## config.mk

```make
export PLATFORM = sky130hd
export DESIGN_NAME = timer_event_deadline_queue
export DESIGN_NICKNAME = d
export VERILOG_FILES = /design/src/sv/tedq_pkg.sv /design/src/sv/tedq_slot_ram.sv /design/src/sv/tedq_cmp.sv /design/src/sv/timer_event_deadline_queue.sv
export VERILOG_INCLUDE_DIRS = /design/src /design/src/sv
export SDC_FILE = /design/constraint.sdc
export NUM_CORES = 1
export LEC_CHECK = 0
export BUFFER_PORTS_ARGS = -buffer_cell sky130_fd_sc_hd__buf_4
export CAP_MARGIN = 25
export CORE_AREA = 4 4 290 292
export CTS_BUF_LIST = sky130_fd_sc_hd__clkbuf_16
export CTS_CLUSTER_SIZE = 10
export DETAILED_ROUTE_END_ITERATION = 7
export DIE_AREA = 0 0 294 296
export GPL_TIMING_DRIVEN = 1
export PLACE_DENSITY = 0.65
export REMOVE_ABC_BUFFERS = 1
export SYNTH_ARGS = -nofsm -noshare
export SYNTH_HDL_FRONTEND = slang
export SYNTH_SLANG_ARGS = --single-unit
```

## constraint.sdc

```tcl
create_clock -name i_clk -period 6 [get_ports i_clk]
set_input_delay 0.3 -clock i_clk [delete_from_list [all_inputs] [get_ports i_clk]]
set_output_delay 0.3 -clock i_clk [all_outputs]
set_load 0.005 [all_outputs]
```

## src/sv/timer_event_deadline_queue_macros.svh

```systemverilog
// Assertion macros shared by the timer event deadline queue RTL.
// No dependencies; included by files that carry concurrent checks.
`ifndef TIMER_EVENT_DEADLINE_QUEUE_MACROS_SVH
`define TIMER_EVENT_DEADLINE_QUEUE_MACROS_SVH

// Same-cycle implication, disabled while reset is asserted.
`define TEDQ_ASSERT_IMPL(label, clk, rst_n, ante, cons) \
    label: assert property (@(posedge clk) disable iff (!rst_n) (ante) |-> (cons)) \
        else $error("tedq assertion failed");

// Next-cycle implication, disabled while reset is asserted.
`define TEDQ_ASSERT_NEXT(label, clk, rst_n, ante, cons) \
    label: assert property (@(posedge clk) disable iff (!rst_n) (ante) |=> (cons)) \
        else $error("tedq assertion failed");

`endif

```

## src/sv/tedq_pkg.sv

```systemverilog
// Types and constants for the timer event deadline queue.
// No dependencies; used by every module of the block.
package tedq_pkg;

    localparam int ID_W        = 3;
    localparam int DL_W        = 64;
    localparam int MODE_W      = 2;
    localparam int ID_COUNT    = 8;
    localparam int MAX_RESULTS = 8;
    localparam int CNT_W       = $clog2(MAX_RESULTS + 1);

    localparam logic [CNT_W-1:0] RES_MAX  = CNT_W'(MAX_RESULTS);
    localparam logic [CNT_W-1:0] RES_LAST = CNT_W'(MAX_RESULTS - 1);
    localparam logic [CNT_W-1:0] RES_ONE  = CNT_W'(1);

    localparam logic [MODE_W-1:0] MODE_START  = 2'd0;
    localparam logic [MODE_W-1:0] MODE_STOP   = 2'd1;
    localparam logic [MODE_W-1:0] MODE_EXPIRE = 2'd2;

    typedef struct packed {
        logic [ID_W-1:0] id;
        logic [DL_W-1:0] deadline;
    } t_slot;

    typedef enum logic [3:0] {
        S_IDLE,
        S_FIND_RD,
        S_FIND_CMP,
        S_DROP_RD,
        S_DROP_WR,
        S_INS_BEGIN,
        S_INS_RD,
        S_INS_CMP,
        S_SHF_RD,
        S_SHF_WR,
        S_INS_WR,
        S_EXP_CHK,
        S_EMIT
    } t_state;

endpackage

```

## src/sv/tedq_slot_ram.sv

```systemverilog
// Slot memory of the deadline queue: one write port, one registered read port.
// Depends on tedq_pkg for the slot entry type.
module tedq_slot_ram #(
    parameter int DEPTH = 8,
    parameter int AW    = 3
) (
    input  logic            i_clk,
    input  logic            i_we,
    input  logic [AW-1:0]   i_waddr,
    input  tedq_pkg::t_slot i_wdata,
    input  logic [AW-1:0]   i_raddr,
    output tedq_pkg::t_slot o_rdata
);

    tedq_pkg::t_slot r_mem [DEPTH];
    tedq_pkg::t_slot r_rdata;

    always_ff @(posedge i_clk) begin
        if (i_we) begin
            r_mem[i_waddr] <= i_wdata;
        end
        r_rdata <= r_mem[i_raddr];
    end

    assign o_rdata = r_rdata;

endmodule

```

## src/sv/tedq_cmp.sv

```systemverilog
// Shared 64-bit magnitude comparator with operand select.
// Insert scan tests new deadline < slot deadline; expire tests now < head.
module tedq_cmp (
    input  logic                      i_sel_insert,
    input  logic [tedq_pkg::DL_W-1:0] i_when,
    input  logic [tedq_pkg::DL_W-1:0] i_slot_dl,
    input  logic [tedq_pkg::DL_W-1:0] i_now,
    input  logic [tedq_pkg::DL_W-1:0] i_head,
    output logic                      o_lt
);

    logic [tedq_pkg::DL_W-1:0] w_a;
    logic [tedq_pkg::DL_W-1:0] w_b;

    always_comb begin
        if (i_sel_insert) begin
            w_a = i_when;
            w_b = i_slot_dl;
        end else begin
            w_a = i_now;
            w_b = i_head;
        end
    end

    assign o_lt = (w_a < w_b);

endmodule

```

## src/sv/timer_event_deadline_queue.sv

```systemverilog
// One sequencer walks the slot RAM entry by entry; each step is a read, then a compare or
// a move.
// One item at a time; the output register frees the input side once the item's last result is loaded.
// Reset (sync, active low) empties the queue and clears pending flags; RAM is not cleared.
module timer_event_deadline_queue #(
    parameter int EVENTS = 8
) (
    input  logic                             i_clk,
    input  logic                             i_rst_n,
    input  logic                             i_in_valid,
    output logic                             o_in_stall,
    input  logic [tedq_pkg::MODE_W-1:0]      i_mode,
    input  logic [tedq_pkg::ID_W-1:0]        i_event_id,
    input  logic [tedq_pkg::DL_W-1:0]        i_deadline,
    input  logic [tedq_pkg::DL_W-1:0]        i_now,
    output logic                             o_out_valid,
    input  logic                             i_out_stall,
    output logic                             o_expired_valid,
    output logic [tedq_pkg::ID_W-1:0]        o_expired_id,
    output logic [tedq_pkg::DL_W-1:0]        o_compare_value,
    output logic                             o_compare_enable,
    output logic                             o_last
);

    `include "timer_event_deadline_queue_macros.svh"

    localparam int CW = $clog2(EVENTS + 1);
    localparam int AW = $clog2(EVENTS);
    localparam logic [CW-1:0] LEN_FULL = CW'(EVENTS);
    localparam logic [CW-1:0] ONE      = CW'(1);

    tedq_pkg::t_state r_state, n_state;

    logic [tedq_pkg::MODE_W-1:0]  r_mode, n_mode;
    logic [tedq_pkg::ID_W-1:0]    r_id, n_id;
    logic [tedq_pkg::DL_W-1:0]    r_when, n_when;
    logic [tedq_pkg::DL_W-1:0]    r_now, n_now;
    logic [CW-1:0]                r_idx, n_idx;
    logic [CW-1:0]                r_pos, n_pos;
    logic [CW-1:0]                r_len, n_len;
    logic [tedq_pkg::CNT_W-1:0]   r_count, n_count;
    logic [tedq_pkg::ID_W-1:0]    r_hid, n_hid;
    logic                         r_popped, n_popped;
    logic [tedq_pkg::ID_COUNT-1:0] r_pending, n_pending;
    logic [tedq_pkg::DL_W-1:0]    r_head;
    logic [tedq_pkg::ID_W-1:0]    r_head_id;

    logic                         r_out_valid;
    logic                         r_exp_valid;
    logic [tedq_pkg::ID_W-1:0]    r_exp_id;
    logic [tedq_pkg::DL_W-1:0]    r_cmp_value;
    logic                         r_cmp_enable;
    logic                         r_last;

    logic             w_accept;
    logic             w_out_free;
    logic             w_lt;
    logic             w_found;
    logic             w_due;
    logic             w_go;
    logic             w_more;
    logic             w_emit;
    logic             w_we;
    logic [AW-1:0]    w_waddr;
    logic [AW-1:0]    w_raddr;
    tedq_pkg::t_slot  w_wdata;
    tedq_pkg::t_slot  w_rdata;

    tedq_slot_ram #(
        .DEPTH (EVENTS),
        .AW    (AW)
    ) u_ram (
        .i_clk   (i_clk),
        .i_we    (w_we),
        .i_waddr (w_waddr),
        .i_wdata (w_wdata),
        .i_raddr (w_raddr),
        .o_rdata (w_rdata)
    );

    tedq_cmp u_cmp (
        .i_sel_insert (r_state == tedq_pkg::S_INS_CMP),
        .i_when       (r_when),
        .i_slot_dl    (w_rdata.deadline),
        .i_now        (r_now),
        .i_head       (r_head),
        .o_lt         (w_lt)
    );

    assign o_in_stall = (r_state != tedq_pkg::S_IDLE);
    assign w_accept   = i_in_valid && !o_in_stall;
    assign w_out_free = !r_out_valid || !i_out_stall;
    assign w_found    = (w_rdata.id == r_id);
    // head due: queue not empty and head deadline <= now
    assign w_due      = (r_len != '0) && !w_lt;
    assign w_go       = (r_count < tedq_pkg::RES_MAX) && w_due;
    assign w_more     = (r_count < tedq_pkg::RES_LAST) && w_due;
    assign w_emit     = (r_state == tedq_pkg::S_EMIT) && w_out_free;

    // next state
    always_comb begin
        n_state = r_state;
        unique case (r_state)
            tedq_pkg::S_IDLE: begin
                if (w_accept) begin
                    unique case (i_mode) inside
                        tedq_pkg::MODE_START, tedq_pkg::MODE_STOP: begin
                            if (r_pending[i_event_id]) begin
                                n_state = tedq_pkg::S_FIND_RD;
                            end else if (i_mode == tedq_pkg::MODE_START) begin
                                n_state = tedq_pkg::S_INS_BEGIN;
                            end else begin
                                n_state = tedq_pkg::S_EMIT;
                            end
                        end
                        tedq_pkg::MODE_EXPIRE: n_state = tedq_pkg::S_EXP_CHK;
                        default:               n_state = tedq_pkg::S_EMIT;
                    endcase
                end
            end
            tedq_pkg::S_FIND_RD:  n_state = tedq_pkg::S_FIND_CMP;
            tedq_pkg::S_FIND_CMP: n_state = w_found ? tedq_pkg::S_DROP_RD : tedq_pkg::S_FIND_RD;
            tedq_pkg::S_DROP_RD: begin
                if ((r_idx + ONE) < r_len) begin
                    n_state = tedq_pkg::S_DROP_WR;
                end else if (r_mode == tedq_pkg::MODE_START) begin
                    n_state = tedq_pkg::S_INS_BEGIN;
                end else begin
                    n_state = tedq_pkg::S_EMIT;
                end
            end
            tedq_pkg::S_DROP_WR:   n_state = tedq_pkg::S_DROP_RD;
            tedq_pkg::S_INS_BEGIN: n_state = (r_len == LEN_FULL) ? tedq_pkg::S_EMIT
                                                                 : tedq_pkg::S_INS_RD;
            tedq_pkg::S_INS_RD:    n_state = (r_idx < r_len) ? tedq_pkg::S_INS_CMP
                                                             : tedq_pkg::S_SHF_RD;
            tedq_pkg::S_INS_CMP:   n_state = w_lt ? tedq_pkg::S_SHF_RD : tedq_pkg::S_INS_RD;
            tedq_pkg::S_SHF_RD:    n_state = (r_idx > r_pos) ? tedq_pkg::S_SHF_WR
                                                             : tedq_pkg::S_INS_WR;
            tedq_pkg::S_SHF_WR:    n_state = tedq_pkg::S_SHF_RD;
            tedq_pkg::S_INS_WR:    n_state = tedq_pkg::S_EMIT;
            tedq_pkg::S_EXP_CHK:   n_state = w_go ? tedq_pkg::S_DROP_RD : tedq_pkg::S_EMIT;
            tedq_pkg::S_EMIT: begin
                if (w_out_free) begin
                    n_state = (r_popped && w_more) ? tedq_pkg::S_EXP_CHK : tedq_pkg::S_IDLE;
                end
            end
            default: n_state = tedq_pkg::S_IDLE;
        endcase
    end

    // datapath and RAM controls
    always_comb begin
        n_mode    = r_mode;
        n_id      = r_id;
        n_when    = r_when;
        n_now     = r_now;
        n_idx     = r_idx;
        n_pos     = r_pos;
        n_len     = r_len;
        n_count   = r_count;
        n_hid     = r_hid;
        n_popped  = r_popped;
        n_pending = r_pending;
        w_we      = 1'b0;
        w_waddr   = r_idx[AW-1:0];
        w_wdata   = w_rdata;
        w_raddr   = r_idx[AW-1:0];
        unique case (r_state)
            tedq_pkg::S_IDLE: begin
                if (w_accept) begin
                    n_mode   = i_mode;
                    n_id     = i_event_id;
                    n_when   = i_deadline;
                    n_now    = i_now;
                    n_idx    = '0;
                    n_count  = '0;
                    n_popped = 1'b0;
                    n_hid    = i_event_id;
                end
            end
            tedq_pkg::S_FIND_CMP: begin
                if (!w_found) begin
                    n_idx = r_idx + ONE;
                end
            end
            tedq_pkg::S_DROP_RD: begin
                w_raddr = AW'(r_idx + ONE);
                if (!((r_idx + ONE) < r_len)) begin
                    n_len            = r_len - ONE;
                    n_pending[r_hid] = 1'b0;
                end
            end
            tedq_pkg::S_DROP_WR: begin
                w_we  = 1'b1;
                n_idx = r_idx + ONE;
            end
            tedq_pkg::S_INS_BEGIN: n_idx = '0;
            tedq_pkg::S_INS_RD: begin
                if (!(r_idx < r_len)) begin
                    n_pos = r_len;
                    n_idx = r_len;
                end
            end
            tedq_pkg::S_INS_CMP: begin
                if (w_lt) begin
                    n_pos = r_idx;
                    n_idx = r_len;
                end else begin
                    n_idx = r_idx + ONE;
                end
            end
            tedq_pkg::S_SHF_RD: w_raddr = AW'(r_idx - ONE);
            tedq_pkg::S_SHF_WR: begin
                w_we  = 1'b1;
                n_idx = r_idx - ONE;
            end
            tedq_pkg::S_INS_WR: begin
                w_we             = 1'b1;
                w_waddr          = r_pos[AW-1:0];
                w_wdata.id       = r_id;
                w_wdata.deadline = r_when;
                n_len            = r_len + ONE;
                n_pending[r_id]  = 1'b1;
            end
            tedq_pkg::S_EXP_CHK: begin
                if (w_go) begin
                    n_idx    = '0;
                    n_hid    = r_head_id;
                    n_popped = 1'b1;
                end
            end
            tedq_pkg::S_EMIT: begin
                if (w_out_free && r_popped && w_more) begin
                    n_count = r_count + tedq_pkg::RES_ONE;
                end
            end
            default: ;
        endcase
    end

    always_ff @(posedge i_clk) begin
        if (!i_rst_n) begin
            r_state     <= tedq_pkg::S_IDLE;
            r_len       <= '0;
            r_count     <= '0;
            r_pending   <= '0;
            r_popped    <= 1'b0;
            r_out_valid <= 1'b0;
        end else begin
            r_state     <= n_state;
            r_len       <= n_len;
            r_count     <= n_count;
            r_pending   <= n_pending;
            r_popped    <= n_popped;
            r_out_valid <= w_emit ? 1'b1 : (r_out_valid && i_out_stall);
        end
    end

    always_ff @(posedge i_clk) begin
        r_mode <= n_mode;
        r_id   <= n_id;
        r_when <= n_when;
        r_now  <= n_now;
        r_idx  <= n_idx;
        r_pos  <= n_pos;
        r_hid  <= n_hid;
        // shadow of slot 0 for the comparator output and expire checks
        if (w_we && (w_waddr == '0)) begin
            r_head    <= w_wdata.deadline;
            r_head_id <= w_wdata.id;
        end
        if (w_emit) begin
            r_exp_valid  <= r_popped;
            r_exp_id     <= r_popped ? r_hid : '0;
            r_cmp_value  <= (r_len != '0) ? r_head : '0;
            r_cmp_enable <= (r_len != '0);
            r_last       <= !(r_popped && w_more);
        end
    end

    assign o_out_valid      = r_out_valid;
    assign o_expired_valid  = r_exp_valid;
    assign o_expired_id     = r_exp_id;
    assign o_compare_value  = r_cmp_value;
    assign o_compare_enable = r_cmp_enable;
    assign o_last           = r_last;

    `TEDQ_ASSERT_IMPL(a_len_bound, i_clk, i_rst_n, 1'b1, r_len <= LEN_FULL)
    `TEDQ_ASSERT_IMPL(a_pending_matches_len, i_clk, i_rst_n, 1'b1, $countones(r_pending) == r_len)
    `TEDQ_ASSERT_IMPL(a_find_in_range, i_clk, i_rst_n, r_state == tedq_pkg::S_FIND_CMP, r_idx < r_len)
    `TEDQ_ASSERT_IMPL(a_empty_zero_cmp, i_clk, i_rst_n, o_out_valid && !o_compare_enable, o_compare_value == '0)
    `TEDQ_ASSERT_NEXT(a_accept_busy, i_clk, i_rst_n, w_accept, r_state != tedq_pkg::S_IDLE)

endmodule
```

[Word-level counts from Yosys, hierarchy flattened]
Memory sizes are Yosys's and may differ from the RTL's. A register that Yosys moved wholly into a read port is not among the register bits.
Index checks and enable logic that the tools add are counted.
Storage, ports and cells
  RAM bits: 536
  word-level logic and storage cells: 152
  memories kept: 1
  flip-flop bits (word level): 303
Memory list
  u_ram.r_mem: depth 8, width 67, rd ports 1, clocked after memory_dff 1, write ports 1, line tedq_slot_ram.sv:15  | tedq_pkg::t_slot r_mem [DEPTH];
Cells by class
  add/subtract/negate cells: 5
  eq/ne operators: 24
  bitwise gates (word level): 3
  $lt $le $gt $ge: 11
  mux-type cells: 50
  reduce and logical (&&, ||, !) cells: 38
Operator list (count)
  two-way mux 64 bit: 2
  two-way mux 4 bit: 19
  two-way mux 67 bit: 1
  less-than comparator 64 bit: 1
  case mux 4 bit (13 select lines): 1
  case mux 4 bit (2 select lines): 4
  case mux 4 bit (8 select lines): 1
  equality test 4 bit (second input constant): 6
  equality test 4 x 3 -> 1 bit (second input constant): 4
  case mux 8 bit (2 select lines): 1
  inequality test 2 bit (second input constant): 7
  adder 4 x 1 -> 4 bit (second input constant): 3
  logical AND 1 bit: 12
  less-than comparator 3 x 4 -> 1 bit (second input constant): 3
  case mux 3 bit (2 select lines): 2
  two-way mux 1 bit: 9
  two-way mux 3 bit: 3
  AND reduction 3 bit: 3
  bitwise AND 8 bit: 1
  equality test 4 x 2 -> 1 bit (second input constant): 2
  less-than comparator 4 bit: 2
  two-way mux 8 bit: 1
  NOT 8 bit: 1
  OR 8 bit: 1
  26 further kinds: 41

[Logic depth before layout (Yosys ltp)]
Gate-level depths: netlist of run 1.
  depth after elaboration: 10
  mapped depth: 16

[Modules after synthesis]
A second synthesis of run 1 with hierarchy kept.
Unflattened totals
  cell total of the unflattened synthesis: 2011
  area, all modules: 36473.7 sq um
Modules (own cells, without submodules)
  tedq_slot_ram: cells each 854, area each 21839.7 sq um, times used 1
  timer_event_deadline_queue: cells each 849, area each 11793.8 sq um, times used 1
  tedq_cmp: cells each 308, area each 2840.2 sq um, times used 1

[Worst setup path after synthesis of run 1]
OpenSTA, ideal clock, no wires.
  kind: reg2reg
  start: register r_state[1]
  end: memory u_ram.r_mem[6][0] (netlist name), enable pin
  required time: 5.507 ns
  library setup time: 0.493 ns
  setup slack: 0.992 ns
  data arrival time: 4.516 ns
  path buffers: 4
  cell stages (with the launch flop): 10
  cell sequence: dfxtp_1 buf_4 nor2b_2 and2_1 clkbuf_1 inv_2 clkbuf_1 clkbuf_1 a31oi_1 nor2_1
On the way
  word-level cells in the longest chain between the ends: 5
Ends and longest elaborated chain
  start: declaration: line timer_event_deadline_queue.sv:32  | tedq_pkg::t_state r_state, n_state;
  start signal: assignment: line timer_event_deadline_queue.sv:244  | r_state <= tedq_pkg::S_IDLE;
  start signal: assignment: line timer_event_deadline_queue.sv:251  | r_state <= n_state;
  equality test 4 bit / equality test 4 x 3 -> 1 bit (equally long branches): line timer_event_deadline_queue.sv:169  | unique case (r_state)
  OR reduction 3 bit (no line)
  two-way mux 1 bit: line timer_event_deadline_queue.sv:169
  two-way mux 1 bit: line tedq_slot_ram.sv:19  | if (i_we) begin
  two-way mux 1 bit (not written as such): line tedq_slot_ram.sv:20  | r_mem[i_waddr] <= i_wdata;
  end: declaration: line tedq_slot_ram.sv:15
Parallel ways exist; a longest one is shown, timed or not.

[Worst setup path after layout of run 1]
  start: register r_state[3]
  end: register r_idx[1], enable pin
On the way
  word-level cells in the longest chain between the ends: 8
Ends and longest elaborated chain
  equality test 4 x 3 -> 1 bit: line timer_event_deadline_queue.sv:82, timer_event_deadline_queue.sv:169
  two-way mux 64 bit: line tedq_cmp.sv:16  | if (i_sel_insert) begin
  less-than comparator 64 bit: line tedq_cmp.sv:25  | assign o_lt = (w_a < w_b);
  zero test 1 bit: line timer_event_deadline_queue.sv:95  | assign w_due = (r_len != '0) && !w_lt;
  logical AND 1 bit: line timer_event_deadline_queue.sv:95
  logical AND 1 bit: line timer_event_deadline_queue.sv:96  | assign w_go = (r_count < tedq_pkg::RES_MAX) && w_due;
  inequality test 2 bit (no line)
  AND reduction 5 bit (no line) (*)
  end signal: assignment: line timer_event_deadline_queue.sv:265  | r_idx <= n_idx;
  end: declaration: line timer_event_deadline_queue.sv:38  | logic [CW-1:0] r_idx, n_idx;
Every way passes the cells marked *; elsewhere a longest branch is shown, timed or not.
A chain may end at the register's enable or synchronous reset.

==> results by group, run 1 <==
Detailed routing
  – DR vias: 20,558
  – Drt first pass iters: 6
  – Drt initial violations: 1,705
  – Final WL: 87,700 µm
  – WL/cell: 23.3 µm
  – Via-to-Cell Ratio: 5.47
  – DRC violations left: 0
  – Routed Antenna Nets: 0

Global route
  – Largest net degree at the start of global routing: 87
  – Met2 Use GR: 32.7%
  – GR Util met3: 3.65%
  – First-pass GRT wire length: 132,000 µm
  – Vias in the first global route: 21,509
  – Busiest grt layer: met2
  – GRT overflow: 0
  – Global Route Usage Sum: 20.1%
  – Grt met1 use: 27.6%
  – Initial antenna violation count: 2

Cells and area
  – Area Growth Syn to Fin: 20.5%
  – Util after Layout: 53.8%
  – Share of cells above drive strength 1: 22.6%
  – # diodes: 0
  – Layout Nets: 2,818

Clock network
  – CTS tree: built
  – Clk slew on worst S/H paths: 0.06 ns
  – CTS Root Cell: clkbuf_16
  – H-tree depth: 3
  – Bufs on Longest Clock Path: 3
  – Worst-Skew Late Latency: 0.66 ns
  – Post-CTS setup repair buffer count: 0
  – Clock sink total: 906
  – CTS buffer count: 102

Power and ir drop
  – Combinational power share: 29.5%
  – PD cells: 483 mW/mm²
  – Clock share of power: 26.2%
  – Tot Pwr: 21.2 mW
  – Pint: 14.7 mW
  – Sequential Power Share: 44.3%
  – Peak VDD IR: 327 µV
  – Leakage power: 16.1 nW
  – Psw: 6.47 mW
  – Switch share: 30.5%

Synth
  – Synth async-reset ratio: 0%
  – Post-Synth Adder-Cell Area: 2.73%
  – Post-synthesis compound-gate area fraction: 3.05%
  – Seq/Total Area, Yosys: 72.3%
  – EDFF count, synth: 817
  – Top post-synthesis cells by area: edfxtp_1, mux4_2, dfxtp_1
  – Synth cell types: 75
  – Syn Area/Cell: 16.5 µm²
  – Main combinational cell family by area after synthesis: multiplexers
  – Ys Warns: 0
  – Commonest cells post-synth: edfxtp_1, nand2_1, mux4_2
  – Synthesized area: 0.0364 mm²
  – XOR/XNOR Fraction of Synth Area: 0.237%
  – Simple-gate portion of the synthesized area: 7.90%
  – Primary FF master, synth: edfxtp_1
  – #FFs+latches synth: 906
  – Most common cell in the netlist: edfxtp_1
  – Post-synth top area share: 67.4%
  – Multiplexer share of the synthesized area: 12.3%
  – Largest area contributor in the netlist: edfxtp_1
  – Synthesized instance count: 2,206

Placement
  – RePlAce Congestion: 0.847
  – DP Worst Slack: 1.27 ns
  – Buffers on Ports: 208
  – DP Wirelength: 51,500 µm

Worst setup path
  – Reg2reg path depth: 13
  – Cell breakdown of the critical path: buf_4 -> and4b_4 -> buf_4 -> nand2_1 -> nand2_1 -> ha_1 -> nand4_1 -> nor3_1 -> nand2_1 -> nor4_1 -> or3_1 -> o21ai_2 -> a221oi_2
  – WP data required: 6.29 ns
  – CP Class: reg2reg
  – Max stage delay on crit path: 0.73 ns
  – Reg2reg start: r_state[3]
  – Setup crit start: r_state[3]
  – Crit path max fanout: 32
  – Startpoint types: register
  – CP most frequent cell: nand2_1
  – R2R Path End: r_idx[1]
  – Crit path to: r_idx[1]
  – CP endpoint kind: register
  – Worst EP arrival: 5.06 ns
  – Worst path slowest cell: and4b_4
  – R2R Setup Slk: 1.23 ns

Floorplan
  – Initial Utilization: 44.6%
  – Die area: 0.0870 mm²
  – Die W: 294 µm
  – Core area: 0.0816 mm²
  – Top-level port count: 209
  – Die Y: 296 µm
  – FP Rows: 105

Timing
  – Worst Slack Setup Final: 1.23 ns
  – Measured slew at the worst slew-check pin: 1.09 ns
  – Setup violators final: 0
  – Final period util: 79.5%
  – Crit path time final: 4.77 ns
  – Max Clk Rate: 210 MHz
  – Final Skew: 0.0270 ns
  – Hold Violations, Final: 0
  – Fin. max-slew vios: 0
  – RSZ-0062 raised after global routing: no
  – Slew margin rel.: 27.3%

Hold path
  – Class of the worst hold path: in2reg

Flow run
  – Max Cap Viol: 0

Status
  – Status: finished clean
==> timing repair <==
action                                 CTS  global route
hold buffers                           134             0
resized for setup                        0             0
endpoints found under the hold margin  141             0
==> cells in the final DEF, fill, tap and decap left out, drive strengths merged, types with 67 or more instances in the layout <==
cell type,count
buf,259
dlygate4sd3,134
clkbuf,104
inv,95
ha,78
nor2b,75
mux4,136
nand2,454
mux2,67
edfxtp,817
dfxtp,89
==> sequential cells by signal, summed over array words and instances, names as in the netlist, 4 cells and up <==
register,cells
r_when,64
r_len,4
r_pos,4
r_now,64
r_head,64
r_state,4
o_compare_value,64
r_count,4
r_idx,4
r_pending,8
u_ram.r_mem,536
u_ram.o_rdata,67
==> per-layer routing <==
metal  part of all wire [%]  vias up
met5                      0        -
met4                    2.9        0
met3                    6.2      126
met2                     48      685
met1                     43    10521
li1                       -     9226
==> metrics by stage <==
stage	instances	hold WS, ns	instance area, µm²	TNS (ns)
6_report	3757	0.137	43900	0
5_1_grt	3757	0.162	43900	0
4_1_cts	3755	0.0855	43800	0
3_5_place_dp	3432	0.471	39500	0
3_3_place_gp	3431	0.462	39500	0
2_1_floorplan	2105	0.399	35900	-435.80
==> critical path: cells and delay by family, from the launching register on <==
family                   cells  cell delay, ns
AO/OA/AOI/OAI                2            0.67
AND/OR/NAND/NOR              8            2.57
adder cells (fa/ha/maj)      1            0.15
buffers and inverters        2            0.63
flip-flops                   1            0.30
==> worst min path at each step <==
stage	to	cells after the start	slack, ns	start
after floorplan	r_id[0]	0	0.40	i_event_id[0]
final	o_out_valid	3	0.14	i_out_stall
after global placement	r_pending[4]	2	0.46	r_pending[4]
after detailed placement	r_pending[4]	2	0.47	r_pending[4]
after global routing	o_out_valid	3	0.16	i_out_stall
after CTS	o_out_valid	3	0.09	i_out_stall
==> cells by family (layout without fill, tap and decap cells) <==
logic type / count (synthesis) / after routing
flops: 906 / 906
xor+xnor: 9 / 9
compound gates: 163 / 163
fa+ha+maj: 79 / 79
simple gates: 657 / 657
buf+inv: 123 / 604
mux: 269 / 269
==> power by group through the flow <==
| stage | sequential, mW | combinational [mW] | clock [mW] |
|---|---|---|---|
| 2_1_floorplan | 9.30 | 4.93 | 0 |
| 3_3_place_gp | 9.50 | 6.06 | 0 |
| 3_5_place_dp | 9.50 | 6.19 | 0 |
| 4_1_cts | 9.39 | 6.30 | 5.68 |
| 5_1_grt | 9.48 | 6.85 | 5.96 |
| 6_report | 9.40 | 6.25 | 5.55 |
==> final cells by class <==
cell class,count,area [µm²]
fillers,6441,37700
flip-flops and latches,906,26300
multi-input cells,1177,9670
repair buffers,393,3460
clock buffers,104,2600
well taps,1070,1340
clock inverters,85,419
inverters,22,88.8
No activity file was read; power rests on OpenSTA's default activity.
==> run 2, diff against run 1 <==
PLACE_DENSITY = 0.67   (was 0.65)
clock period = 3.85 ns   (was 6 ns; I/O delays follow)
==> run 2 against run 1 <==
  * Count of clock-buffer cells in the layout up 1
  * Maximum frequency up 28%
  * First-iteration DRC count up 11%
==> results by group, run 2 (synthesized netlist as in run 1, its figures left out) <==
Status
  – Status: finished clean

Timing
  – Max Clk Rate: 268 MHz
  – Setup violators final: 0
  – Final period util: 96.9%
  – Hold Violations, Final: 0
  – Measured slew at the worst slew-check pin: 1.02 ns
  – Total negative slack for setup checks: 0 ns
  – Worst Slack Setup Final: 0.119 ns
  – RSZ-0062 raised after global routing: no
  – Crit path time final: 3.73 ns
  – Fin. max-slew vios: 0
  – Final Skew: 0.0260 ns
  – Slew margin rel.: 31.8%

Cells and area
  – Layout Nets: 2,905
  – Non-filler cells, final: 3,844
  – Largest register FFs: 536
  – Util after Layout: 55.0%
  – Filler cells: 6,300
  – Share of cells above drive strength 1: 25.5%
  – Biggest register: u_ram.r_mem
  – Commonest non-fill, non-tap cell in the layout: edfxtp_1
  – Area of the multi-input gates: 0.00976 mm²
  – Area Growth Syn to Fin: 23.1%
  – Commonest non-fill, non-tap cells in the layout: edfxtp_1, nand2_1, buf_4
  – Register area: 0.0263 mm²
  – Post-route cell area: 0.0448 mm²

Worst setup path
  – R2R Path End: r_state[0]
  – Startpoint types: register
  – R2R Setup Slk: 0.12 ns
  – Worst EP arrival: 4.24 ns
  – CP Class: reg2reg
  – WP data required: 4.36 ns
  – Reg2reg start: r_state[3]
  – CP endpoint kind: register
  – Crit path max fanout: 21
  – Reg2reg path depth: 17

Floorplan
  – FP Rows: 105
  – Initial Utilization: 44.6%
  – Die W: 294 µm
  – Die area: 0.0870 mm²
  – Core area: 0.0816 mm²
  – Top-level port count: 209
  – Die Y: 296 µm

Detailed routing
  – DRC violations left: 0
  – DR vias: 21,069
  – Via-to-Cell Ratio: 5.48
  – Drt initial violations: 1,887
  – WL/cell: 23.8 µm
  – Routed Antenna Nets: 0
  – Final WL: 91,500 µm
  – Drt first pass iters: 6

Hold path
  – Hold endpoint: r_count[1]
  – Class of the worst hold path: in2reg
  – Hold-critical path depth: 4
  – Hold Startpoint: i_in_valid

Clock network
  – Bufs on Longest Clock Path: 3
  – CTS buffer count: 103
  – Clock sink total: 906
  – Clk slew on worst S/H paths: 0.05 ns
  – H-tree depth: 3
  – CTS Root Cell: clkbuf_16
  – Worst-Skew Late Latency: 0.65 ns
  – CTS tree: built

Global route
  – Vias in the first global route: 21,801
  – First-pass GRT wire length: 136,000 µm
  – Largest net degree at the start of global routing: 71
  – Initial antenna violation count: 0
  – GRT overflow: 0
  – Global Route Usage Sum: 20.8%

Placement
  – RePlAce Congestion: 0.860
  – Placed inst area: 0.0402 mm²
  – DP Wirelength: 55,500 µm
  – Buffers on Ports: 208
  – Cell total after placement: 3,514
  – DP Worst Slack: -0.196 ns

Power and ir drop
  – PD cells: 747 mW/mm²
  – Leakage power: 16.6 nW
  – Peak VDD IR: 558 µV

Flow run
  – Max Cap Viol: 0
==> run 2: cell types whose count changed in the layout (fill, tap and decap cells not counted), moves of 3 or more <==
cell / change
clkbuf_16: +3
buf_12: +12
buf_4: +70
inv_1: -3
==> run 2: how the worst max path moves through the flow <==
stage | from | endpoint | slack (ns)
2_1_floorplan | r_state[0] | u_ram.o_rdata[0] | -5.09
3_3_place_gp | r_state[3] | r_hid[1] | -0.10
3_5_place_dp | r_state[2] | r_pos[1] | -0.20
4_1_cts | r_state[3] | r_pos[3] | 0.01
5_1_grt | r_state[3] | r_pos[3] | 0.005
6_report | r_state[3] | r_state[0] | 0.12
==> run 2: final cells by class <==
| type | instances | share of cell area, % |
|---|---|---|
| Timing Repair Buffer | 479 | 9.64 |
| Clock inverter | 84 | 0.865 |
| Inverter | 22 | 0.198 |
| Tap cell | 1070 | 2.99 |
| Antenna cell | 1 | 0.00558 |
| Clock buffer | 105 | 5.86 |
| Sequential cell | 906 | 58.7 |
| Multi-Input combinational cell | 1177 | 21.8 |
==> run 2: through the flow <==
stage | power, mW | hold WS (ns)
after floorplan | 21.5 | 0.291
after global placement | 24.7 | 0.371
after detailed placement | 24.9 | 0.372
after CTS | 33.7 | 0.0283
after global routing | 35.2 | 0.0696
final | 33.5 | 0.0798
==> run 2: worst max-delay path: stages, from the launching register on <==
cell	delay (ns)
dfxtp_1	0.31
buf_4	0.13
and4b_4	0.36
buf_12	0.17
buf_12	0.18
nand2_1	0.07
nand2_1	0.06
ha_1	0.24
a21oi_1	0.15
o21ai_0	0.11
a221oi_1	0.36
buf_4	0.20
o221ai_2	0.11
or3_4	0.46
o21ai_2	0.27
buf_4	0.17
buf_4	0.11
o2bb2ai_1	0.09
==> run 2: layer usage <==
layer	routed length [µm]	vias up	track usage (%)
met5	0	-	0
met4	2480	0	6.62
met3	5620	134	3.56
met2	44600	723	34.1
met1	38800	10778	28.9
li1	-	9434	-
==> run 2: timing repair <==
action	CTS	global route
cloned	1	2
setup endpoints to repair	20	22
pin swaps	1	8
resized for setup	8	18
setup buffers	2	0
hold buffers	135	0
hold endpoints to repair	151	0
==> run 2: power breakdown <==
| group | total [mW] | internal [mW] | switching (mW) |
|---|---|---|---|
| combinational | 10.3 | 4.58 | 5.67 |
| clock | 8.62 | 4.89 | 3.73 |
| sequential | 14.6 | 13.7 | 0.896 |
